--- config.mk ---
export PLATFORM = sky130hd
export DESIGN_NAME = neg_encoded_packet_deframer_unit
export DESIGN_NICKNAME = d
export VERILOG_FILES = /design/src/rtl/negdf_pkg.sv /design/src/rtl/neg_encoded_packet_deframer_unit.sv
export SDC_FILE = /design/constraint.sdc
export NUM_CORES = 1
export LEC_CHECK = 0
export BUFFER_PORTS_ARGS = -buffer_cell sky130_fd_sc_hd__buf_2
export CAP_MARGIN = 20
export CORE_MARGIN = 4
export CORE_UTILIZATION = 45
export DETAILED_ROUTE_END_ITERATION = 10
export PLACE_DENSITY = 0.65
export SETUP_SLACK_MARGIN = 0.2
export SYNTH_ARGS = -nofsm -noshare
export SYNTH_HDL_FRONTEND = slang
export SYNTH_SLANG_ARGS = --single-unit
--- constraint.sdc ---
create_clock -name clk_i -period 4.38 [get_ports clk_i]
set_clock_uncertainty 0.15 [all_clocks]
set_input_delay 0.438 -clock clk_i [delete_from_list [all_inputs] [get_ports clk_i]]
set_output_delay 0.438 -clock clk_i [all_outputs]
set_load 0.01 [all_outputs]
--- src/rtl/negdf_pkg.sv ---
// ----------------------------------------------------------------------------
// negdf_pkg
// shared constants and event codes of the packet deframer
// ----------------------------------------------------------------------------
package negdf_pkg;

  localparam int unsigned NEGDF_BUF_BYTES = 1024;
  localparam int unsigned NEGDF_HDR_LEN   = 4;

  localparam logic [7:0] NEGDF_START0 = 8'hff;
  localparam logic [7:0] NEGDF_START1 = 8'h01;
  localparam logic [7:0] NEGDF_START2 = 8'h7f;

  localparam int unsigned NEGDF_TDATA_W = 56;
  localparam int unsigned NEGDF_TUSER_W = 4;

  typedef enum logic [2:0] {
    EV_NONE      = 3'd0,
    EV_PAYLOAD   = 3'd1,
    EV_COMPLETE  = 3'd2,
    EV_ERROR     = 3'd3,
    EV_RELEASED  = 3'd4,
    EV_CLEARED   = 3'd5,
    EV_POLL_IDLE = 3'd6
  } event_e;

endpackage

--- src/rtl/neg_encoded_packet_deframer_unit.sv ---
// ----------------------------------------------------------------------------
// neg_encoded_packet_deframer_unit
// radio receive deframer: start hunt, header, checked payload stream
// ----------------------------------------------------------------------------
// Every input word (radio byte or poll) yields exactly one result word, in the
// cycle after it is accepted. A new word is taken in every cycle the output
// side does not stall: the whole receiver update is one combinational step
// from the state registers into the result register, and the input side keeps
// running while the output side takes each result. Sustained rate is one word per
// cycle; ready drops only while a result is held back by the output side.
module neg_encoded_packet_deframer_unit #(
  parameter int unsigned BUF_BYTES = negdf_pkg::NEGDF_BUF_BYTES
) (
  input  logic                                clk_i,
  input  logic                                rst_ni,
  input  logic                                cfg_we_i,
  input  logic                                cfg_wdata_i,    // neg_encoding
  input  logic                                s_axis_tvalid,
  output logic                                s_axis_tready,
  input  logic [7:0]                          s_axis_tdata,   // rx_byte
  input  logic                                s_axis_tuser,   // func
  output logic                                m_axis_tvalid,
  input  logic                                m_axis_tready,
  // rx_state[3:0] data_byte[11:4] byte_index[21:12] pkt_type[29:22]
  // pkt_id[37:30] pkt_len[53:38] zero[55:54]
  output logic [negdf_pkg::NEGDF_TDATA_W-1:0] m_axis_tdata,
  // event_res[2:0] data_valid[3]
  output logic [negdf_pkg::NEGDF_TUSER_W-1:0] m_axis_tuser,
  output logic                                m_axis_tlast
);

  import negdf_pkg::*;

  localparam int unsigned POS_W = $clog2(BUF_BYTES + 1);

  typedef enum logic [3:0] {
    ST_READY   = 4'd0,
    ST_START1  = 4'd1,
    ST_START2  = 4'd2,
    ST_RAWHDR  = 4'd3,
    ST_HDR1    = 4'd4,
    ST_HDR2    = 4'd5,
    ST_RAWDATA = 4'd6,
    ST_DATA1   = 4'd7,
    ST_DATA2   = 4'd8,
    ST_ERROR   = 4'd9,
    ST_FULL    = 4'd10
  } phase_e;

  phase_e           phase_q, phase_d;
  logic [POS_W-1:0] pos_q, pos_d;
  logic [7:0]       held_q, held_d;
  logic [15:0]      len_q, len_d;
  logic [7:0]       type_q, type_d;
  logic [7:0]       id_q, id_d;
  logic             neg_q;

  logic             out_valid_q;
  event_e           ev_q, ev_d;
  logic [3:0]       state_q;
  logic             dv_q, dv_d;
  logic [7:0]       db_q, db_d;
  logic [9:0]       idx_q, idx_d;
  logic             last_q, last_d;
  logic [7:0]       otype_q;
  logic [7:0]       oid_q;
  logic [15:0]      olen_q;

  logic             in_acc;
  logic [7:0]       c;
  logic [7:0]       hdr_c;
  logic [7:0]       dat_c;
  logic [1:0]       hp;
  logic [15:0]      len_hdr;
  logic [POS_W-1:0] pos_inc;
  logic [POS_W-1:0] idx_w;
  logic             hdr_step;
  logic             dat_step;
  phase_e           hdr_next;
  phase_e           hdr_data;
  phase_e           dat_next;

  assign s_axis_tready = !out_valid_q || m_axis_tready;
  assign in_acc        = s_axis_tvalid && s_axis_tready;
  assign c             = s_axis_tdata;

  assign hp      = pos_q[1:0];
  assign pos_inc = pos_q + POS_W'(1);
  assign idx_w   = (pos_q >= POS_W'(NEGDF_HDR_LEN)) ? pos_q - POS_W'(NEGDF_HDR_LEN)
                                                    : '0;

  always_comb begin
    phase_d  = phase_q;
    pos_d    = pos_q;
    held_d   = held_q;
    len_d    = len_q;
    type_d   = type_q;
    id_d     = id_q;
    ev_d     = EV_NONE;
    dv_d     = 1'b0;
    db_d     = '0;
    idx_d    = '0;
    last_d   = 1'b0;
    hdr_step = 1'b0;
    dat_step = 1'b0;
    hdr_c    = c;
    dat_c    = c;
    hdr_next = ST_RAWHDR;
    hdr_data = ST_RAWDATA;
    dat_next = ST_RAWDATA;
    len_hdr  = len_q;

    if (s_axis_tuser) begin
      if (phase_q == ST_FULL) begin
        ev_d    = EV_RELEASED;
        pos_d   = '0;
        phase_d = ST_READY;
      end else if (phase_q == ST_ERROR) begin
        ev_d    = EV_CLEARED;
        pos_d   = '0;
        phase_d = ST_READY;
      end else begin
        ev_d = EV_POLL_IDLE;
      end
    end else begin
      case (phase_q)
        ST_ERROR, ST_FULL: begin
        end
        ST_READY: begin
          if (c == NEGDF_START0) begin
            phase_d = ST_START1;
            pos_d   = '0;
          end
        end
        ST_START1: phase_d = (c == NEGDF_START1) ? ST_START2 : ST_READY;
        ST_START2: begin
          if (c == NEGDF_START2) phase_d = neg_q ? ST_HDR1 : ST_RAWHDR;
          else phase_d = ST_READY;
        end
        ST_RAWHDR: hdr_step = 1'b1;
        ST_HDR1: begin
          held_d  = c;
          phase_d = ST_HDR2;
        end
        ST_HDR2: begin
          if (~c == held_q) begin
            hdr_step = 1'b1;
            hdr_c    = held_q;
            hdr_next = ST_HDR1;
            hdr_data = ST_DATA1;
          end else begin
            phase_d = ST_ERROR;
            ev_d    = EV_ERROR;
          end
        end
        ST_RAWDATA: dat_step = 1'b1;
        ST_DATA1: begin
          held_d  = c;
          phase_d = ST_DATA2;
        end
        ST_DATA2: begin
          if (~c == held_q) begin
            dat_step = 1'b1;
            dat_c    = held_q;
            dat_next = ST_DATA1;
          end else begin
            phase_d = ST_ERROR;
            ev_d    = EV_ERROR;
          end
        end
        default: begin
          phase_d = ST_READY;
          pos_d   = '0;
        end
      endcase
    end

    // header byte
    if (hdr_step) begin
      case (hp)
        2'd0:    type_d = hdr_c;
        2'd1:    id_d = hdr_c;
        2'd2:    len_hdr = {hdr_c, 8'h00};
        default: len_hdr = {len_q[15:8], hdr_c};
      endcase
      len_d = len_hdr;
      pos_d = POS_W'(hp) + POS_W'(1);
      if (hp != 2'd3) begin
        phase_d = hdr_next;
      end else if (len_hdr == 16'd0) begin
        phase_d = ST_FULL;
        ev_d    = EV_COMPLETE;
      end else begin
        phase_d = hdr_data;
      end
    end

    // payload byte
    if (dat_step) begin
      dv_d  = 1'b1;
      db_d  = dat_c;
      idx_d = 10'(idx_w);
      pos_d = pos_inc;
      if (17'(pos_inc) == 17'(len_q) + 17'(NEGDF_HDR_LEN)) begin
        last_d  = 1'b1;
        phase_d = ST_FULL;
        ev_d    = EV_COMPLETE;
      end else if (pos_inc >= POS_W'(BUF_BYTES)) begin
        phase_d = ST_ERROR;
        ev_d    = EV_ERROR;
      end else begin
        phase_d = dat_next;
        ev_d    = EV_PAYLOAD;
      end
    end
  end

  always_ff @(posedge clk_i or negedge rst_ni) begin
    if (!rst_ni) begin
      phase_q     <= ST_READY;
      pos_q       <= '0;
      held_q      <= '0;
      len_q       <= '0;
      type_q      <= '0;
      id_q        <= '0;
      neg_q       <= 1'b1;
      out_valid_q <= 1'b0;
    end else begin
      if (cfg_we_i) neg_q <= cfg_wdata_i;
      if (in_acc) begin
        phase_q     <= phase_d;
        pos_q       <= pos_d;
        held_q      <= held_d;
        len_q       <= len_d;
        type_q      <= type_d;
        id_q        <= id_d;
        out_valid_q <= 1'b1;
      end else if (m_axis_tready) begin
        out_valid_q <= 1'b0;
      end
    end
  end

  always_ff @(posedge clk_i) begin
    if (in_acc) begin
      ev_q    <= ev_d;
      state_q <= phase_d;
      dv_q    <= dv_d;
      db_q    <= db_d;
      idx_q   <= idx_d;
      last_q  <= last_d;
      otype_q <= type_d;
      oid_q   <= id_d;
      olen_q  <= len_d;
    end
  end

  assign m_axis_tvalid = out_valid_q;
  assign m_axis_tdata  = {2'b00, olen_q, oid_q, otype_q, idx_q, db_q, state_q};
  assign m_axis_tuser  = {dv_q, ev_q};
  assign m_axis_tlast  = last_q;

endmodule

# After elaboration in Yosys (flattened, before gate mapping)
# Cells that the tools add are included.
# W data, S select, Z words.
[classes] order_cmp=2 bitwise=2 n_addsub=4 reduce_logical=15 n_mul=0 n_div=0 n_eq_ne=21 shifts=0 muxes=62
[ops] cell="$mux W8" n=9
[ops] cell="$mux W11" n=6
[ops] cell="$mux W4" n=11
[ops] cell="$mux W16" n=2
[ops] cell="$pmux W16 S2" n=1
[ops] cell="$mux W3" n=10
[ops] cell="$pmux W4 S7" n=1
[ops] cell="$pmux W11 S2" n=1
[ops] cell="$add A16 B3 Y17 const B" n=1
[ops] cell="$eq A11 B17 Y1" n=1
[ops] cell="$eq A4 B3 Y1 const B" n=4
[ops] cell="$logic_not A16 Y1" n=1
[ops] cell="$mux W2" n=7
[ops] cell="$eq A4 B4 Y1 const B" n=3
[ops] cell="$mux W1" n=12
[ops] cell="$add A11 B1 Y11 const B" n=1
[ops] cell="$ge A11 B11 Y1 const B" n=1
[ops] cell="$ge A11 B3 Y1 const B" n=1
[ops] cell="$reduce_or A10 Y1" n=1
[ops] cell="$sub A10 B3 Y10 const B" n=1
[ops] cell="$eq A4 B2 Y1 const B" n=2
[ops] cell="$eq A8 B1 Y1 const B" n=1
[ops] cell="$eq A8 B7 Y1 const B" n=1
[ops] cell="$eq A8 B8 Y1" n=1
[ops] cell="23 further kinds" n=26
[word_totals] ram_bits=0 output_inout_bits=63 memories=0 in_bits=15 latchBits=0 regBits=116 romBits=0

# Longest topological paths before layout
# Gate-level depths: netlist of the first run.
[depth] word_depth=12 depth_mapped=12 depth_no_buf=10

# Least setup slack after synthesis of the first run
# No wires, ideal clock.
[synth_timing] path_kind="input to register" from="in m_axis_tready" to="reg db_q[0] (enable)" n_path_buf=2 arrival_ns=2.974 t_required_ns=3.784 path_stages=5 slack_ns=0.810 setup_time_ns=0.446 path_cell_list="nand2b_1 > nand2_1 > inv_1 > buf_1 > clkbuf_1"
[synth_between] elab_chain_cells=2
[synth_lines] element="start, declared" line_no="neg_encoded_packet_deframer_unit.sv:23" text="input logic m_axis_tready,"
[synth_lines] element="$logic_or A1 B1 Y1" line_no="neg_encoded_packet_deframer_unit.sv:83" text="assign s_axis_tready = !out_valid_q || m_axis_tready;"
[synth_lines] element="$logic_and A1 B1 Y1" line_no="neg_encoded_packet_deframer_unit.sv:84" text="assign in_acc = s_axis_tvalid && s_axis_tready;"
[synth_lines] element="via in_acc" line_no="neg_encoded_packet_deframer_unit.sv:69" text="logic in_acc;"
[synth_lines] element="end signal, assigned" line_no="neg_encoded_packet_deframer_unit.sv:249" text="db_q <= db_d;"
[synth_lines] element="end, declared" line_no="neg_encoded_packet_deframer_unit.sv:62" text="logic [7:0] db_q, db_d;"
# The timed path passes the listed nets, and every way through them passes these cells.
# A chain may end at the register's enable or synchronous reset.

# Worst setup path after layout of the first run
[layout_timing] from="reg pos_q[1]" to="reg state_q[2] (data pin)"
[layout_between] elab_chain_cells=9 word_cells_on_any_way=17
[layout_lines] element="start, declared" line_no="neg_encoded_packet_deframer_unit.sv:51" text="logic [POS_W-1:0] pos_q, pos_d;"
[layout_lines] element="start signal, assigned" line_no="neg_encoded_packet_deframer_unit.sv:232" text="pos_q <= pos_d;"
[layout_lines] element="branches (longest 8 deep; another with $add A11 B1 Y11)"
[layout_lines] element="$mux W4 (*)" line_no="neg_encoded_packet_deframer_unit.sv:199" text="if (dat_step) begin"
[layout_lines] element="via phase_d[2]" line_no="neg_encoded_packet_deframer_unit.sv:50" text="phase_e phase_q, phase_d;"
[layout_lines] element="end signal, assigned" line_no="neg_encoded_packet_deframer_unit.sv:247" text="state_q <= phase_d;"
[layout_lines] element="end, declared" line_no="neg_encoded_packet_deframer_unit.sv:60" text="logic [3:0] state_q;"
# Mark *: on every way through the listed nets, which the timed path passes. The select of a mux whose other input is x is not followed.

==> results of run 1 <==
[metal layers]
metal / wire length [um] / track usage (%)
met5: 0 / 0
met4: 309 / 6.69
met3: 898 / 5.35
met2: 7830 / 34.2
met1: 6890 / 26.4
[report_power, final]
part           total, mW  switching (mW)  internal [mW]
registers           1.52           0.191           1.32
logic              0.744           0.412          0.332
clock network       1.35           0.515          0.839
total               3.61            1.12           2.50
[how the worst max path moves through the flow]
| stage | from | end | slack [ns] | depth (start not counted) |
|---|---|---|---|---|
| after CTS | pos_q[1]$_DFFE_PN0P_ | state_q[2]$_DFFE_PP_ | 0.83 | 9 |
| after floorplan | m_axis_tready | db_q[0]$_SDFFCE_PN0P_ | 0.81 | 5 |
| after global routing | pos_q[1]$_DFFE_PN0P_ | state_q[2]$_DFFE_PP_ | 0.61 | 9 |
| after detailed placement | pos_q[1]$_DFFE_PN0P_ | state_q[2]$_DFFE_PP_ | 0.86 | 9 |
| final | pos_q[1]$_DFFE_PN0P_ | state_q[2]$_DFFE_PP_ | 0.84 | 9 |
| after global placement | pos_q[1]$_DFFE_PN0P_ | state_q[2]$_DFFE_PP_ | 0.93 | 9 |
[registers in the layout (all words and copies together), names as in the netlist]
| signal | flops |
|---|---|
| len_q | 16 |
| olen_q | 16 |
| pos_q | 11 |
| idx_q | 10 |
| db_q | 8 |
| held_q | 8 |
| id_q | 8 |
| oid_q | 8 |
| otype_q | 8 |
| type_q | 8 |
| phase_q | 4 |
| state_q | 4 |
| ev_q | 3 |
| dv_q | 1 |
| m_axis_tlast | 1 |
| m_axis_tvalid | 1 |
| neg_q | 1 |
[cell usage in the layout (no fill, tap or decap), drive strengths merged, types with 7 or more instances in the layout]
cell type  netlist  final
a22o            12     12
a31oi           12     12
buf             14     86
clkbuf          33     17
clkinv           0      7
dfrtp           56     56
edfxtp          59     59
ha               8      8
inv             14     17
mux2            47     47
nand2           79     79
nand2b          11     11
nand3           16     16
nand4            9      9
nor2            52     52
nor3            10     10
o211ai           7      7
o21ai           42     42
o31ai            8      8
or4              7      7
xnor2           24     24
xor2            15     15
[cells by family after synthesis]
family          Yosys count  synth area share [%]
xor+xnor                 42                  6.36
fa+ha+maj                 8                  1.56
other cells               1                0.0583
compound gates          116                  12.3
simple gates            223                  17.0
buf+inv                  61                  4.01
flops                   116                  49.7
mux                      51                  8.97
[area by class of cell]
| type | instances | area [um^2] |
|---|---|---|
| fillers | 1188 | 6430 |
| repair buffers | 86 | 470 |
| inverters | 14 | 53.8 |
| well taps | 180 | 225 |
| multi-input cells | 442 | 2980 |
| clock inverters | 15 | 155 |
| flip-flops and latches | 116 | 3200 |
| clock buffers | 17 | 425 |
[critical path: cells and delay by family (launching register included)]
family                   cells  cell delay [ns]
XOR/XNOR                     1             0.32
flip-flops                   1             0.47
adder cells (fa/ha/maj)      1             0.64
AO/OA/AOI/OAI                1             0.31
AND/OR/NAND/NOR              6             1.39
[per-stage QoR]
step / power [mW] / hold slack, ns / worst slack, ns / instances
after floorplan: 2.04 / -0.00759 / 0.810 / 619
after global placement: 2.24 / 0.334 / 0.932 / 838
after detailed placement: 2.27 / 0.343 / 0.858 / 838
after CTS: 3.63 / 0.0228 / 0.834 / 870
after global routing: 3.79 / 0.0408 / 0.607 / 870
final: 3.61 / 0.0247 / 0.843 / 870
==> out/metrics.cfg, run 1 <==
[sta]
fmax_ghz=0.283
finalMaxSlewViolations=0
fin_tns_setup_ns=0
finalHoldViolCount=0
fin_crit_sh_pct=80.7
period_needed_ns=3.54
worst_pin_slew_ns=0.864
slew_headroom_pct=42.0
rsz0062_at_grt=no
setup_viol=0

[detailed_routing]
via_count=4977
viasPerCell=5.72
first_pass_iters=6
first_iter_violations=531
ant_nets=0
wl_um=15900
wl_per_cell_um=18.3
route.detailed.drc=0

[cts]
clkLatencyLatePin_ns=0.42
clockBufferDepth=2
path_clk_slew_ns=0.06
numCtsBuffers=17
cts_tree=done
root_buffer=clkbuf_16
cts_resized=0
htree_levels=4
cts.sinks=116
cts_setup_buffers=0
cts_hold_buf=0

[global_routing]
overflow=0
grtUsageTotal_pct=20.6
antenna_found_initial=0
grt_pass1_wl_um=26300
grt_pass1_vias=5048
grt_max_degree=79

[placed_design]
dpl_cell_area_mm2=0.00693
gp_congestion=0.929
dp_hpwl_um=11200
port_buffers=75

[synth]
synth-edff-count=59
yosysSeqAreaShare_pct=49.7
synth_area_leaders=edfxtp_1 28%, dfrtp_1 22%, mux2_2 7.9%
synth_cells=618
synth_common_cells=79 x nand2_1, 59 x edfxtp_1, 56 x dfrtp_1
ys.flop_type=edfxtp_1
yosys_register_bits=116
yosysUniqueCellTypes=66
syn_area_mm2=0.00643
synth-warning-count=0
syn_avg_cell_area_um2=10.4
async_flop_share_pct=49.1
yosys.cell_count.top_type=nand2_1
post-synth-top-area-cell=edfxtp_1
netlist.area_leader.share_pct=27.5

[die]
start_util_pct=46.2
dieArea_mm2=0.0163
coreArea_mm2=0.0139
io_pins=78
die_x_um=128
rows=43
die_h_um=128

[worst_setup_path]
critPathCaptureType=register
crit_type=reg -> reg
cpPeakStageDelay_ns=0.64
r2r_slack_ns=0.84
cp-start-kind=register
crit_arrival_ns=3.55
rr_worst_depth=9
worstPathMaxFanout=20
r2r_start=pos_q[1]$_DFFE_PN0P_
critPathMostFrequentCell=nor4_1
cp.required_ns=4.39
slowest_stage=ha_1
r2r-end=state_q[2]$_DFFE_PP_
cp_cell_sequence=ha_1 -> and2_1 -> xnor3_1 -> nor4_1 -> nand4_1 -> nor4_1 -> nand3_1 -> a31oi_1 -> nand2_1

[finish]
fin_util_pct=53.9
drive_above_1_share_pct=25.1
synthToLayoutAreaGrowth_pct=16.7
layout.nets=700
final_area_mm2=0.00751
antenna_cells=0

[power_and_ir_drop]
p_leak_nw=3.20
powerDensity_mw_per_mm2=481
worst_ir_drop_vdd_uv=268

[outcome]
run_status=finished, final reports clean

[worst_hold_path]
hold_path_class=in -> async

[job]
maxCapViolations=0

(Power assumes the default switching activity.)
==> run 2, diff against run 1 <==
--- a/config.mk
+++ b/config.mk
@@ -10,7 +10,7 @@
 export CORE_MARGIN = 4
 export CORE_UTILIZATION = 45
 export DETAILED_ROUTE_END_ITERATION = 10
-export PLACE_DENSITY = 0.65
+export PLACE_DENSITY = 0.68
 export SETUP_SLACK_MARGIN = 0.2
 export SYNTH_ARGS = -nofsm -noshare
 export SYNTH_HDL_FRONTEND = slang
==> constraint.sdc (replaced) <==
create_clock -name clk_i -period 2.86 [get_ports clk_i]
set_clock_uncertainty 0.15 [all_clocks]
set_input_delay 0.286 -clock clk_i [delete_from_list [all_inputs] [get_ports clk_i]]
set_output_delay 0.286 -clock clk_i [all_outputs]
set_load 0.01 [all_outputs]
==> run 2 against run 1 <==
Compared with the run above:
- the flow now finishes with violations (negative setup slack)
- clock-buffer cell count unchanged
- highest routed layer unchanged
- clock power up 53%
- largest power group unchanged
- maximum frequency up 21%
- critical path type unchanged
- largest cell class is now multi-input combinational cells
- hold slack better by 0.011 ns
- sequential share of layout area down 5.6 points
- critical path depth unchanged
- critical endpoint is now ev_q[1]$_DFFE_PP_
- cell count up 12%
- register-to-register slack worse by 0.91 ns
==> out/metrics.cfg, run 2 (synthesized netlist as in run 1, its figures left out) <==
[worst_setup_path]
r2r_slack_ns=-0.07
cp.required_ns=3.00
cp.depth=9
critPathBufInv=1
cp-endpoint=ev_q[1]$_DFFE_PP_
critPathCaptureType=register
crit_arrival_ns=3.07
worstPathMaxFanout=4
cpPeakStageDelay_ns=0.52
r2r_start=held_q[1]$_DFFE_PN0P_
rr_worst_depth=9
cpLargestDelayFamily=simple AND/OR/NAND/NOR gates
cp_cell_sequence=xor2_2 -> buf_4 -> nand4_1 -> nor3_2 -> a311oi_2 -> or4bb_1 -> or4_4 -> or2_4 -> nand3_1
slowest_stage=or4bb_1
cp-start-kind=register
crit_path_start=held_q[1]$_DFFE_PN0P_
crit_type=reg -> reg
r2r-end=ev_q[1]$_DFFE_PP_

[global_routing]
grt_max_degree=69
met3_usage_pct=6.31
grt_util_met1_pct=29.4
grt_pass1_vias=5400
grtUsageTotal_pct=22.2
use_met2_pct=35.4
grt_busiest_layer=met2
overflow=0
antenna_found_initial=0
grt_pass1_wl_um=28100

[detailed_routing]
first_pass_iters=5
first_iter_violations=599
route.detailed.drc=0
wl_per_cell_um=17.9
ant_nets=0
wl_um=17400
viasPerCell=5.56
via_count=5426

[sta]
worst_pin_slew_ns=0.543
finalMaxSlewViolations=0
fmax_ghz=0.341
fin_crit_sh_pct=102
slew_headroom_pct=63.8
period_needed_ns=2.93
rsz0062_at_grt=yes
setup_ws_ns=-0.0696
setup_viol=4
finalHoldViolCount=0

[die]
die_x_um=128
dieArea_mm2=0.0163
io_pins=78
rows=43
die_h_um=128
coreArea_mm2=0.0139
start_util_pct=46.2

[finish]
final_common_cell=buf_4
antenna_cells=0
reg_top3=len_q (16), olen_q (16), pos_q (11)
synthToLayoutAreaGrowth_pct=34.3
drive_above_1_share_pct=41.0
layout.nets=806
mostFrequentLayoutCells=104 x buf_4, 76 x nand2_1, 75 x buf_2, 59 x edfxtp_1, 56 x dfrtp_1

[power_and_ir_drop]
power_mw=6.00
powerDensity_mw_per_mm2=694
p_leak_nw=3.79
worst_ir_drop_vdd_uv=394

[cts]
clockBufferDepth=2
path_clk_slew_ns=0.06
numCtsBuffers=17
cts_tree=done
htree_levels=4
cts.sinks=116
root_buffer=clkbuf_16
clkLatencyLatePin_ns=0.42

[placed_design]
place_ws_ns=-0.233
gp_congestion=0.936
dp_hpwl_um=12300
port_buffers=75

[outcome]
run_status=finished, violations left
violations=negative setup slack

[worst_hold_path]
hold_path_class=in -> reg
hold_path_depth=3

[job]
maxCapViolations=0

## run 2: tightest hold or removal path: stages
cell,delay (ns)
buf_2,0.07
nand2b_1,0.14
nand2b_1,0.06
## run 2: layout make-up
type,count,area [um^2]
Sequential cell,116,3200
Multi-Input combinational cell,442,3280
Clock buffer,17,425
Tap cell,180,225
Timing Repair Buffer,192,1310
Fill cell,1098,5290
Inverter,14,56.3
Clock inverter,15,148
## run 2: through the flow
step	hold WS (ns)	utilization (%)	setup TNS (ns)	instances	cell area, um^2
global route	0.0412	62.0	-0.715	976	8640
finish	0.0357	62.0	-0.205	976	8640
CTS	0.0146	60.9	-0.100	970	8480
global placement	0.140	54.5	-0.512	925	7600
floorplan	-0.160	-	0	619	6520
detailed placement	0.153	54.5	-1.74	925	7600
## run 2: worst min path at each step
| stage | startpoint | to | slack, ns |
|---|---|---|---|
| after floorplan | rst_ni | held_q[0]$_DFFE_PN0P_ | -0.16 |
| after global placement | rst_ni | id_q[6]$_DFFE_PN0P_ | 0.14 |
| after detailed placement | rst_ni | id_q[0]$_DFFE_PN0P_ | 0.15 |
| after CTS | m_axis_tready | m_axis_tvalid$_DFFE_PN0P_ | 0.01 |
| after global routing | m_axis_tready | m_axis_tvalid$_DFFE_PN0P_ | 0.04 |
| final | m_axis_tready | m_axis_tvalid$_DFFE_PN0P_ | 0.04 |
## run 2: where the power goes
group / switching (mW) / internal (mW)
logic: 0.945 / 0.815
registers: 0.146 / 2.03
clock network: 0.843 / 1.22
## run 2: timing repair
action / 4_1_cts / 5_1_grt
gates cloned: 0 / 0
buffers inserted: 9 / 6
pin swaps: 30 / 6
resized for setup: 44 / 28
endpoints found under the hold margin: 23 / 0
hold buffers: 4 / 0
endpoints found under the setup margin: 58 / 73
## run 2: metal layers
metal	share of wire (%)	routed length (um)
met4	2.1	367
met3	5.7	990
met1	44	7600
met2	49	8480
met5	0	0
==> run 3, diff against run 2 <==
--- a/config.mk
+++ b/config.mk
@@ -8,9 +8,9 @@
 export BUFFER_PORTS_ARGS = -buffer_cell sky130_fd_sc_hd__buf_2
 export CAP_MARGIN = 20
 export CORE_MARGIN = 4
-export CORE_UTILIZATION = 45
+export CORE_UTILIZATION = 53
 export DETAILED_ROUTE_END_ITERATION = 10
-export PLACE_DENSITY = 0.68
+export PLACE_DENSITY = 0.78
 export SETUP_SLACK_MARGIN = 0.2
 export SYNTH_ARGS = -nofsm -noshare
 export SYNTH_HDL_FRONTEND = slang
==> run 3 against run 2 <==
Compared with the run above:
- the run still ends with negative setup slack left
- maximum frequency decreased by 4.3%
- sequential cell count unchanged
- die area decreased by 14%
- cell count decreased by 1.9%
- highest routed layer unchanged
==> out/metrics.cfg, run 3 (synthesized netlist as in run 1, its figures left out) <==
[outcome]
run_status=finished, violations left
violations=negative setup slack

[finish]
finalNonFillerCells=957
mostFrequentLayoutCells=106 x buf_4, 75 x buf_2, 64 x nand2_1, 59 x edfxtp_1, 55 x dfrtp_1
reg_top3=len_q (16), olen_q (16), pos_q (11)
final_common_cell=buf_4
drive_above_1_share_pct=46.9
layout.nets=824
fin_util_pct=78.6
synthToLayoutAreaGrowth_pct=42.4
antenna_cells=0
fillCellCount=666

[sta]
slew_headroom_pct=54.0
timing.hold.ws_ns=0.0335
setup_viol=7
rsz0062_at_grt=yes
period_needed_ns=3.06
worst_pin_slew_ns=0.671
fin_crit_sh_pct=107
setup_ws_ns=-0.203
fmax_ghz=0.327
finalHoldViolCount=0
finalMaxSlewViolations=0

[global_routing]
met3_usage_pct=7.45
grt_util_met1_pct=35.1
overflow=0
use_met2_pct=42.8
grt_busiest_layer=met2
grt_pass1_vias=5581
grt_max_degree=70
antenna_found_initial=0
grt_pass1_wl_um=29600
grtUsageTotal_pct=26.7

[placed_design]
port_buffers=75
dpl.cell_count=890
dp_hpwl_um=13000
place_ws_ns=-0.158
gp_congestion=0.968

[detailed_routing]
wl_per_cell_um=21.3
via_count=5886
wl_um=20400
ant_nets=0
viasPerCell=6.15
first_pass_iters=7
route.detailed.drc=0
first_iter_violations=625

[cts]
clkLatencyLatePin_ns=0.43
cts_tree=done
cts.sinks=116
path_clk_slew_ns=0.05
htree_levels=4
numCtsBuffers=17
root_buffer=clkbuf_16
clockBufferDepth=2

[worst_setup_path]
crit_arrival_ns=3.08
cp_cell_sequence=xor2_1 -> and4_4 -> buf_4 -> nand3_4 -> mux2_4 -> a221o_1 -> or4_4 -> buf_4 -> nand3_4 -> nand2_2
crit_type=reg -> reg
slowest_stage=or4_4
cpPeakStageDelay_ns=0.56
cp.required_ns=2.88
critPathCaptureType=register
critPathBufInv=2
cp-start-kind=register
worstPathMaxFanout=4
cpLargestDelayFamily=simple AND/OR/NAND/NOR gates

[power_and_ir_drop]
power_mw=6.27
worst_ir_drop_vdd_uv=568
powerDensity_mw_per_mm2=684
p_leak_nw=4.00

[die]
dieArea_mm2=0.0140
die_h_um=118
rows=39
start_util_pct=55.2
coreArea_mm2=0.0117
die_x_um=118
io_pins=78

[job]
maxCapViolations=0

[worst_hold_path]
hold_path_class=in -> reg

[run 3: cell count changes in the layout (fill, tap and decap cells not counted), moves of 7 or more]
cell,change
nand2_2,+7
nand2_1,-12
mux2_4,+15
o21ai_0,-18
o21ai_2,+14
mux2_2,-15
buf_6,+11
[run 3: what timing repair did]
action	in CTS	in global routing
setup endpoints to repair	66	80
cloned	0	3
gates resized for setup	34	153
hold endpoints to repair	58	0
hold buffers	4	0
buffers inserted	8	20
pin swaps	24	41
[run 3: cell type report]
| class | count | area, um^2 | share of cell area (%) |
|---|---|---|---|
| flip-flops and latches | 116 | 3200 | 34.9 |
| well taps | 143 | 179 | 1.95 |
| inverters | 14 | 56.3 | 0.615 |
| repair buffers | 209 | 1520 | 16.6 |
| clock buffers | 19 | 443 | 4.83 |
| multi-input cells | 443 | 3640 | 39.7 |
| clock inverters | 13 | 125 | 1.37 |
[run 3: routing by layer]
layer | wire [um] | vias up | share of wire (%)
met5 | 0 | - | 0
met4 | 702 | 0 | 3.4
met3 | 1780 | 75 | 8.7
met2 | 9880 | 306 | 49
met1 | 8000 | 2899 | 39
li1 | - | 2606 | -
[run 3: path summary, 6_finish.rpt]
| path | cells past startpoint | slack, ns | from | endpoint |
|---|---|---|---|---|
| min in group asynchronous | 3 | 0.25 | rst_ni | held_q[6]$_DFFE_PN0P_ |
| worst max register to register | 10 | -0.20 | held_q[3]$_DFFE_PN0P_ | state_q[0]$_DFFE_PP_ |
| max in group asynchronous | 3 | 2.00 | rst_ni | len_q[14]$_DFFE_PN0P_ |
| worst min register to register | 1 | 0.35 | id_q[4]$_DFFE_PN0P_ | id_q[4]$_DFFE_PN0P_ |
| worst max-delay path | 10 | -0.20 | held_q[3]$_DFFE_PN0P_ | state_q[0]$_DFFE_PP_ |
| worst min-delay path | 3 | 0.03 | m_axis_tready | m_axis_tvalid$_DFFE_PN0P_ |
[run 3: where the power goes]
part,switching [mW],internal [mW]
combinational,1.11,0.947
clock,0.813,1.23
sequential,0.141,2.03
[run 3: worst reg2reg max path: cells and delay by family, from the launching register on]
family / cells / cell delay [ns]
and+or+nand+nor: 5 / 1.08
DFF: 1 / 0.38
AOI/OAI and AO/OA: 1 / 0.34
muxes: 1 / 0.33
buffers and inverters: 2 / 0.28
xor gates and xnor gates: 1 / 0.26
[run 3: through the flow]
stage	setup TNS, ns	cell area, um^2
detailed placement	-1.04	7580
global placement	-0.710	7580
global route	-1.95	9160
CTS	-0.119	8400
floorplan	0	6520
finish	-1.10	9160
